File: src/hdl/gmcp_pkg.sv
`timescale 1ns / 1ps
package gmcp_pkg;

  // fixed field widths
  localparam int COST_W = 16;
  localparam int ACC_W  = 22;
  localparam int POS_W  = 5;
  localparam int CFG_W  = 6;
  localparam int IDX_W  = 1;

  localparam logic [ACC_W-1:0] ACC_MAX = {ACC_W{1'b1}};

  // parameter defaults
  localparam int DEF_MAX_ROWS  = 32;
  localparam int DEF_MAX_COLS  = 32;
  localparam int DEF_COST_BITS = 16;

  // register indexes
  localparam logic [IDX_W-1:0] REG_ROWS = 1'd0;
  localparam logic [IDX_W-1:0] REG_COLS = 1'd1;

  typedef enum logic [1:0] {
    MOVE_NONE,
    MOVE_UP,
    MOVE_LEFT,
    MOVE_DIAG
  } gmcp_move_t;

  // which neighbors of the current cell exist
  typedef struct packed {
    logic has_up;
    logic has_left;
  } gmcp_nbr_t;

endpackage

File: src/hdl/gmcp_step.sv
`timescale 1ns / 1ps
module gmcp_step
  import gmcp_pkg::*;
(
  input  gmcp_nbr_t          nbr,
  input  logic [COST_W-1:0]  cost,
  input  logic [ACC_W-1:0]   up,
  input  logic [ACC_W-1:0]   left,
  input  logic [ACC_W-1:0]   diag,
  output gmcp_move_t         move,
  output logic [ACC_W-1:0]   sum
);

  logic [ACC_W-1:0] pred;
  logic [ACC_W:0]   raw;

  // cheapest predecessor; ties prefer up, then left, then diagonal
  always_comb begin
    if (nbr.has_up && nbr.has_left) begin
      if (up <= left && up <= diag) begin
        move = MOVE_UP;
        pred = up;
      end else if (left <= diag) begin
        move = MOVE_LEFT;
        pred = left;
      end else begin
        move = MOVE_DIAG;
        pred = diag;
      end
    end else if (nbr.has_up) begin
      move = MOVE_UP;
      pred = up;
    end else if (nbr.has_left) begin
      move = MOVE_LEFT;
      pred = left;
    end else begin
      move = MOVE_NONE;
      pred = '0;
    end
  end

  assign raw = {1'b0, pred} + (ACC_W + 1)'(cost);
  assign sum = raw[ACC_W] ? ACC_MAX : raw[ACC_W-1:0];

endmodule

File: config.mk
export PLATFORM = sky130hd
export DESIGN_NAME = gmcp_step
export DESIGN_NICKNAME = d
export VERILOG_FILES = /design/src/hdl/gmcp_pkg.sv /design/src/hdl/gmcp_step.sv
export SDC_FILE = /design/constraint.sdc
export NUM_CORES = 1
export LEC_CHECK = 0
export BUFFER_PORTS_ARGS = -buffer_cell sky130_fd_sc_hd__buf_2
export CAP_MARGIN = 15
export CORE_MARGIN = 4
export CORE_UTILIZATION = 55
export DETAILED_ROUTE_END_ITERATION = 6
export PLACE_DENSITY = 0.87
export SLEW_MARGIN = 40
export SYNTH_ARGS = -nofsm -noshare
export SYNTH_HDL_FRONTEND = slang
export SYNTH_SLANG_ARGS = --single-unit
File: constraint.sdc
create_clock -name vclk -period 20.6
set_input_delay 3.09 -clock vclk [all_inputs]
set_output_delay 3.09 -clock vclk [all_outputs]
set_load 0.05 [all_outputs]
**Word level (Yosys, flattened, before mapping)**

Index checks and enable logic that the tools add are counted.

- Magnitude comparators: 3
- $add $sub $neg: 1
- Reduce and logical (&&, ||, !) cells: 2
- Mux-type cells: 11

Operators with widths:

| operator | count |
|---|---|
| 22-bit two-way mux | 6 |
| 22-bit <= comparator | 3 |
| 22-bit by 16-bit adder with 23-bit output | 1 |
| 2-bit two-way mux | 4 |
| 1-bit logical AND | 2 |
| 1-bit two-way mux | 1 |

- Word-level logic and storage cells: 17
- Bits of input ports: 84
- Output and inout port bits: 24
- Flip-flop bits (word level): 0

**Longest topological paths before layout**

Gate-level depths: netlist of run 1.

- Depth after elaboration: 6
- Mapped depth: 26
- Gate-level depth less buffers: 24

**Worst setup path after synthesis of run 1**

Ideal clock, no wire load.

- Kind: in2out
- Start: in diag[4]
- End: out sum[20]
- Data arrival time: 8.097 ns
- Cell stages on the path: 25
- Data required time: 17.510 ns
- Buffers on the path: 2
- Slack: 9.413 ns
- Path through: inv_1 -> ha_1 -> a21oi_1 -> nand2_1 -> a221o_1 -> a221o_1 -> o21a_1 -> buf_4 -> clkbuf_1 -> a21oi_1 -> o22ai_1 -> a22o_1 -> ha_1 -> inv_1 -> fa_1 -> nor2b_1 -> o21a_1 -> o21ai_1 -> a21oi_1 -> o31ai_1 -> a21oi_1 -> a221oi_1 -> o21bai_1 -> nor3_1 -> mux2i_1

- Longest elaborated chain between the ends: 6
- Elaborated cells on any way between the ends: 8
- Those cells by class: add/sub: 1; order compare: 2; mux: 4; reduce/logical: 1

RTL lines:

| what | RTL line | RTL |
|---|---|---|
| start: declaration | gmcp_step.sv:9 | `input logic [ACC_W-1:0] diag,` |
| 22-bit <= comparator, on equally long branches | gmcp_step.sv:23, gmcp_step.sv:20 |  |
| 22-bit two-way mux or 1-bit logical AND (tied branches) | gmcp_step.sv:23, gmcp_step.sv:20 |  |
| 22-bit two-way mux (*) | gmcp_step.sv:20 | `if (up <= left && up <= diag) begin` |
| 22-bit two-way mux (*) | gmcp_step.sv:19 | `if (nbr.has_up && nbr.has_left) begin` |
| 22-bit by 16-bit adder with 23-bit output (*) | gmcp_step.sv:42 | `assign raw = {1'b0, pred} + (ACC_W + 1)'(cost);` |
| 22-bit two-way mux (*) | gmcp_step.sv:43 | `assign sum = raw[ACC_W] ? ACC_MAX : raw[ACC_W-1:0];` |
| end: declaration | gmcp_step.sv:11 | `output logic [ACC_W-1:0] sum` |

Mark *: on every way between the ends. The rest lies on a longest branch, timed or not.

**Worst setup path after layout of run 1**

- Start: in diag[15]
- End: out sum[0]

Same word-level chain as after synthesis.

==> results of run 1 <==
## how the worst max path moves through the flow
stage,to,slack [ns],cells past startpoint
3_3_place_gp,sum[2],8.64,24
2_1_floorplan,sum[20],9.41,25
4_1_cts,sum[2],8.36,24
3_5_place_dp,sum[11],8.39,24
6_report,sum[0],8.53,24
5_1_grt,sum[2],8.09,25
## Yosys cell counts (all sizes together), types with 4 or more instances
cell,instances
nor2b,7
a21o,12
a22o,16
o21ai,24
xor2,5
o21a,5
nor4,4
nand3,8
o22ai,20
ha,82
a22oi,6
mux2i,8
nand4,10
inv,55
nor3,13
a211oi,9
a21oi,47
clkbuf,9
nor2,32
nand2b,14
xnor2,6
o21bai,5
nand2,22
## power breakdown
part           total (mW)  switching [mW]  internal [mW]
logic               0.166           0.111         0.0558
clock network           0               0              0
registers               0               0              0
## critical path, cell delays in order
cell,delay (ns)
buf_2,0.10
inv_1,0.06
ha_1,0.31
and3_1,0.18
nand3_1,0.08
or4_4,0.44
o211a_1,0.26
o21ai_2,0.34
nand2_1,0.47
o22ai_1,0.30
a22o_1,0.16
ha_1,0.26
nor2b_1,0.16
o21a_1,0.18
o21ai_1,0.24
a21oi_1,0.14
o31ai_1,0.33
a21oi_1,0.21
a221oi_1,0.62
o21bai_1,0.28
nor4_4,0.10
buf_4,0.21
or2_1,0.22
buf_2,0.21
## cells by family after synthesis
family,count (synthesis)
AND/OR/NAND/NOR,124
adder cells (fa/ha/maj),83
XOR/XNOR,11
buffers and inverters,67
multiplexers,8
AO/OA/AOI/OAI,160
## metrics by stage
step	std cells	power (mW)
detailed placement	622	0.1638
global placement	622	0.1595
global route	623	0.1800
CTS	622	0.1645
finish	623	0.1665
floorplan	453	0.1225
## per-layer routing
layer	part of all wire	wire, um	GRT usage
met3	0.089	929	0.02552
met5	0	0	0
met4	0.029	303	0.07338
met2	0.47	4934	0.4989
met1	0.41	4227	0.3430
## cell type report
type	count	area, um^2
Inverter	55	206.4
Multi-Input combinational cell	386	2968
Fill cell	486	1754
Timing Repair Buffer	110	555.5
Tap cell	72	90.09
==> flow_summary.ini, run 1 <==
[sta]
rsz0062_at_grt = false
finalWorstSetupSlack_ns = 8.527
fin_setup_tns_ns = 0
hold_violations = 0
fmaxAchievable_ghz = 0.08283
tightestPinTransition_ns = 0.6602
fin_hold_ws_ns = 6.739
slew_headroom = 0.5599
fin_crit_ns = 12.07
setup_violations = 0
finalMaxSlewViolations = 0
period_share = 0.5861

[floorplan]
start_util = 0.5773
die_x_um = 84.49
dieArea_um2 = 7139
row_count = 27
die_h_um = 84.49
ioPinCount = 108
core_um2 = 5574

[finish]
area_delta_synth_final_pct = 18.70
mostFrequentLayoutCell = buf_2
drive_gt1_frac = 0.2232
n_sequential_cell = 0
diodes = 0
register_area_um2 = 0
finalNetCount = 720
postLayoutCellArea_um2 = 3820
postLayoutCoreUtil = 0.6853
nClkBuffers = 0
final_cell_mix = buf_2, ha_1, inv_1

[placed_design]
io_buffers = 108
gp_congestion = 0.9398
dpl.hpwl_mm = 8.790
pre_cts_slack_ns = 8.392
dpl_cell_area_um2 = 3804

[synth]
synth_nets = 620
syn-cell-area_um2 = 3218
syn-instance-count = 453
yosysTopAreaCell = ha_1
yosysUniqueCellTypes = 53
synth_seq_area_share = 0
synth_mux_area_frac = 0.02488
synth_area_per_cell_um2 = 7.104
synthSimpleGateAreaFrac = 0.2088
synthXorXnorAreaFrac = 0.02994
synth_top_family_by_area = compound AO/OA/AOI/OAI gates
synth_fa_ha_area_frac = 0.3250
synth_compound_area_frac = 0.3309
post-synth-top-area-fraction = 0.3188
synth_area_leaders = ha_1, a21oi_1, inv_1
ys_warn_count = 0

[setup_path]
crit_required_ns = 17.51
path_max_fanout = 16
critical_path_arrival_ns = 8.98
critPathKind = in -> out
cp-start-kind = input port
cp-startpoint = diag[15]
crit_path_end_kind = output port

[routing]
drc = 0
drt_wl_total_mm = 10.40
via_per_inst = 6.417
wl_per_cell_um = 16.69
ant_nets = 0
via_count = 3998
firstDrtPassIters = 5
drtIter0Drc = 281

[power_and_ir_drop]
leakage_nw = 2.076
ir_drop_v = 0.00003512
p_per_area_nw_per_um2 = 43.58

[global_routing]
first_global_vias = 3843
antenna_found_initial = 0
overflow = 0
track_usage = 0.2746
grt_max_degree = 29
grt_pass1_wl_mm = 16.95

[clocking]
cts_setup_buffers = 0
ctsHoldBuffers = 0
cts_resized = 0

[min_path]
hold_class = in -> out
min_from = cost[0]
whs_path_depth = 4
whs_endpoint = sum[0]

[flow_run]
cap_violations = 0

[status]
status = finished clean
No activity file was read; power rests on OpenSTA's default activity.
==> run 2, diff against run 1 <==
CORE_UTILIZATION = 54   (was 55)
PLACE_DENSITY = 0.86   (was 0.87)
clock period = 11.13 ns   (was 20.6 ns; I/O delays follow)
==> run 2 against run 1 <==
Net effect: routed wire length down 6.6%; sequential cell count is the same; non-clock buffer count rose by 1; setup slack worse by 6.8 ns.
==> flow_summary.ini, run 2 (synthesis gave the netlist of run 1 again) <==
[status]
status = finished clean

[sta]
tightestPinTransition_ns = 0.5896
slew_headroom = 0.6060
fin_setup_tns_ns = 0
setup_violations = 0
hold_violations = 0
rsz0062_at_grt = false
fin_hold_ws_ns = 3.904
fmaxAchievable_ghz = 0.1066
fin_crit_ns = 9.377
finalMaxSlewViolations = 0
period_share = 0.8425

[setup_path]
crit_required_ns = 9.46
crit_path_end_kind = output port
cp-start-kind = input port
path_max_fanout = 16
critical_path_arrival_ns = 7.71
critPathKind = in -> out

[finish]
mostFrequentLayoutCell = buf_2
diodes = 0
finalNetCount = 721
final_cell_mix = buf_2, ha_1, inv_1
drive_gt1_frac = 0.2246
register_area_um2 = 0
n_sequential_cell = 0
area_delta_synth_final_pct = 18.86
nClkBuffers = 0

[routing]
drc = 0
firstDrtPassIters = 5
ant_nets = 0
drt_wl_total_mm = 9.712
wl_per_cell_um = 15.56
drtIter0Drc = 227
via_per_inst = 6.112
via_count = 3814

[global_routing]
first_global_vias = 3572
overflow = 0
antenna_found_initial = 0
track_usage = 0.2483
grt_pass1_wl_mm = 15.62
grt_max_degree = 29

[power_and_ir_drop]
p_total_mw = 0.3054
ir_drop_v = 0.00006710
p_per_area_nw_per_um2 = 79.83
leakage_nw = 2.080

[clocking]
cts_setup_buffers = 0
cts_resized = 0
ctsHoldBuffers = 0

[floorplan]
start_util = 0.5704
dieArea_um2 = 7258
ioPinCount = 108
core_um2 = 5642
row_count = 27
die_h_um = 85.20
die_x_um = 85.20

[min_path]
hold_class = in -> out

[placed_design]
dpl.hpwl_mm = 8.203
io_buffers = 108
gp_congestion = 0.9890

[flow_run]
cap_violations = 0
## run 2: cell count changes in the layout (fill, tap and decap cells not counted)
cell,previous run,this run
clkbuf_2,0,1
## run 2: final cells by class
class / count / area (um^2)
fill: 500 / 1817
timing repair buffer: 111 / 560.5
multi-input combinational: 386 / 2968
tap: 72 / 90.09
inverter: 55 / 206.4
## run 2: path summary, 6_finish.rpt
path	start	end	slack, ns	cells past startpoint
worst max-delay path	diag[12]	sum[11]	1.75	26
worst min-delay path	cost[0]	sum[0]	3.90	4
## run 2: metal layers
metal | share of wire | global-route usage | routed length (um)
met5 | 0 | 0 | 0
met4 | 0.013 | 0.03741 | 131
met3 | 0.081 | 0.01359 | 786
met2 | 0.48 | 0.4492 | 4623
met1 | 0.43 | 0.3282 | 4170
## run 2: worst max-delay path, stage by stage
cell	delay [ns]
buf_2	0.09
inv_1	0.05
ha_1	0.31
nand4_1	0.13
or4_4	0.57
o211a_1	0.26
o21ai_2	0.34
nand2_1	0.45
o22ai_1	0.27
a22o_1	0.16
ha_1	0.16
inv_1	0.05
fa_1	0.37
nor2b_1	0.17
o21a_1	0.16
o21ai_1	0.11
a21oi_1	0.21
o31ai_1	0.12
a21oi_1	0.34
a221oi_1	0.14
clkbuf_2	0.19
o21bai_1	0.22
nor4_4	0.47
buf_4	0.28
o21bai_1	0.13
buf_2	0.28
## run 2: power by group
group	internal (mW)	switching (mW)
logic	0.103	0.202
registers	0	0
clock network	0	0
## run 2: stage by stage
step           instance area [um^2]  setup WS, ns  instances  utilization
5_1_grt                        3825         1.350        624       0.6780
6_report                       3825         1.753        624       0.6780
2_1_floorplan                  3218         2.784        453            -
3_5_place_dp                   3811         1.802        623       0.6755
4_1_cts                        3811         1.781        623       0.6755
3_3_place_gp                   3804         1.888        622       0.6742
==> run 3, diff against run 2 <==
clock period = 9 ns   (was 11.13 ns; I/O delays follow)
==> run 3 against run 2 <==
Net effect: global-route usage rose by 1.2 points; sequential share of layout area did not move; core utilization rose by 0.29 points; via count rose by 0.52%; worst hold slack got worse by 0.63 ns; cell count rose by 0.48%; sequential cell count did not move; count of clock-buffer cells in the layout did not move.
==> flow_summary.ini, run 3 (synthesis gave the netlist of run 1 again) <==
[power_and_ir_drop]
p_per_area_nw_per_um2 = 99.27
ir_drop_v = 0.00007469
p_total_mw = 0.3813
leakage_nw = 2.089

[routing]
wl_per_cell_um = 15.83
via_count = 3834
firstDrtPassIters = 5
drc = 0
via_per_inst = 6.115
drtIter0Drc = 262
drt_wl_total_mm = 9.925
ant_nets = 0

[clocking]
cts_resized = 0
cts_setup_buffers = 0
ctsHoldBuffers = 0

[global_routing]
grt_pass1_wl_mm = 16.30
overflow = 0
antenna_found_initial = 0
grt_max_degree = 29
track_usage = 0.2598
first_global_vias = 3762

[setup_path]
crit_required_ns = 7.65
crit_path_end_kind = output port
path_max_fanout = 12
critical_path_arrival_ns = 7.18
critPathKind = in -> out
cp-start-kind = input port

[sta]
tightestPinTransition_ns = 0.6283
hold_violations = 0
period_share = 0.9479
setup_violations = 0
fmaxAchievable_ghz = 0.1172
fin_setup_tns_ns = 0
slew_headroom = 0.5787
fin_crit_ns = 8.531
rsz0062_at_grt = false
finalMaxSlewViolations = 0

[finish]
area_delta_synth_final_pct = 19.36
mostFrequentLayoutCell = buf_2
finalNetCount = 724
final_cell_mix = buf_2, ha_1, inv_1
nClkBuffers = 0
drive_gt1_frac = 0.2270
n_sequential_cell = 0
postLayoutCoreUtil = 0.6809
diodes = 0
register_area_um2 = 0

[floorplan]
die_x_um = 85.20
core_um2 = 5642
row_count = 27
dieArea_um2 = 7258
start_util = 0.5704
ioPinCount = 108
die_h_um = 85.20

[min_path]
hold_class = in -> out
whs_endpoint = sum[0]
min_from = cost[0]
whs_path_depth = 4

[placed_design]
io_buffers = 108
dpl.hpwl_mm = 8.534
gp_congestion = 0.9052

[status]
status = finished clean

[flow_run]
cap_violations = 0
[run 3: area by class of cell]
type	instances	area, um^2
Fill cell	521	1800
Inverter	55	206.4
Multi-Input combinational cell	386	2959
Tap cell	72	90.09
Timing Repair Buffer	114	585.6
[run 3: metal layers]
| layer | up-vias | routed length, um | global-route usage |
|---|---|---|---|
| met2 | 170 | 4813 | 0.4633 |
| met1 | 1750 | 4253 | 0.3373 |
| met3 | 14 | 703 | 0.01748 |
| li1 | 1900 | - | - |
| met4 | 0 | 155 | 0.06331 |
| met5 | - | 0 | 0 |
[run 3: worst max path at each step]
| stage | startpoint | endpoint |
|---|---|---|
| final | diag[12] | sum[1] |
| after global routing | diag[12] | sum[11] |
| after CTS | diag[12] | sum[11] |
| after detailed placement | diag[12] | sum[11] |
| after global placement | diag[12] | sum[11] |
| after floorplan | diag[4] | sum[20] |
[run 3: critical path: stages]
cell and delay, ns:
buf_2 0.10, inv_1 0.05, ha_1 0.33, nand4_1 0.13, or4_4 0.57, o211a_1 0.26, o21ai_2 0.29, nand2_1 0.25
o22ai_1 0.25, a22o_1 0.18, ha_1 0.18, inv_1 0.06, fa_1 0.37, nor2b_1 0.16, o21a_1 0.15, o21ai_1 0.11
a21oi_1 0.21, o31ai_1 0.11, a21oi_1 0.35, a221oi_1 0.15, buf_4 0.19, o21bai_1 0.20, nor4_4 0.53, buf_4 0.27
nand2b_1 0.13, buf_2 0.26
[run 3: power breakdown]
group	leakage (nW)	switching (mW)	internal [mW]
Sequential	0	0	0
Combinational	2.09	0.252	0.129
Clock	0	0	0
Total	2.09	0.252	0.129
[run 3: stage by stage]
| step | instances | worst slack, ns | cell area, um^2 | hold slack, ns |
|---|---|---|---|---|
| CTS | 627 | 0.5304 | 3841 | 3.274 |
| detailed placement | 627 | 0.5527 | 3841 | 3.274 |
| global placement | 627 | 0.8007 | 3841 | 3.250 |
| floorplan | 453 | 1.293 | 3218 | 2.959 |
| finish | 627 | 0.4692 | 3841 | 3.274 |
| global route | 627 | 0.04094 | 3841 | 3.287 |
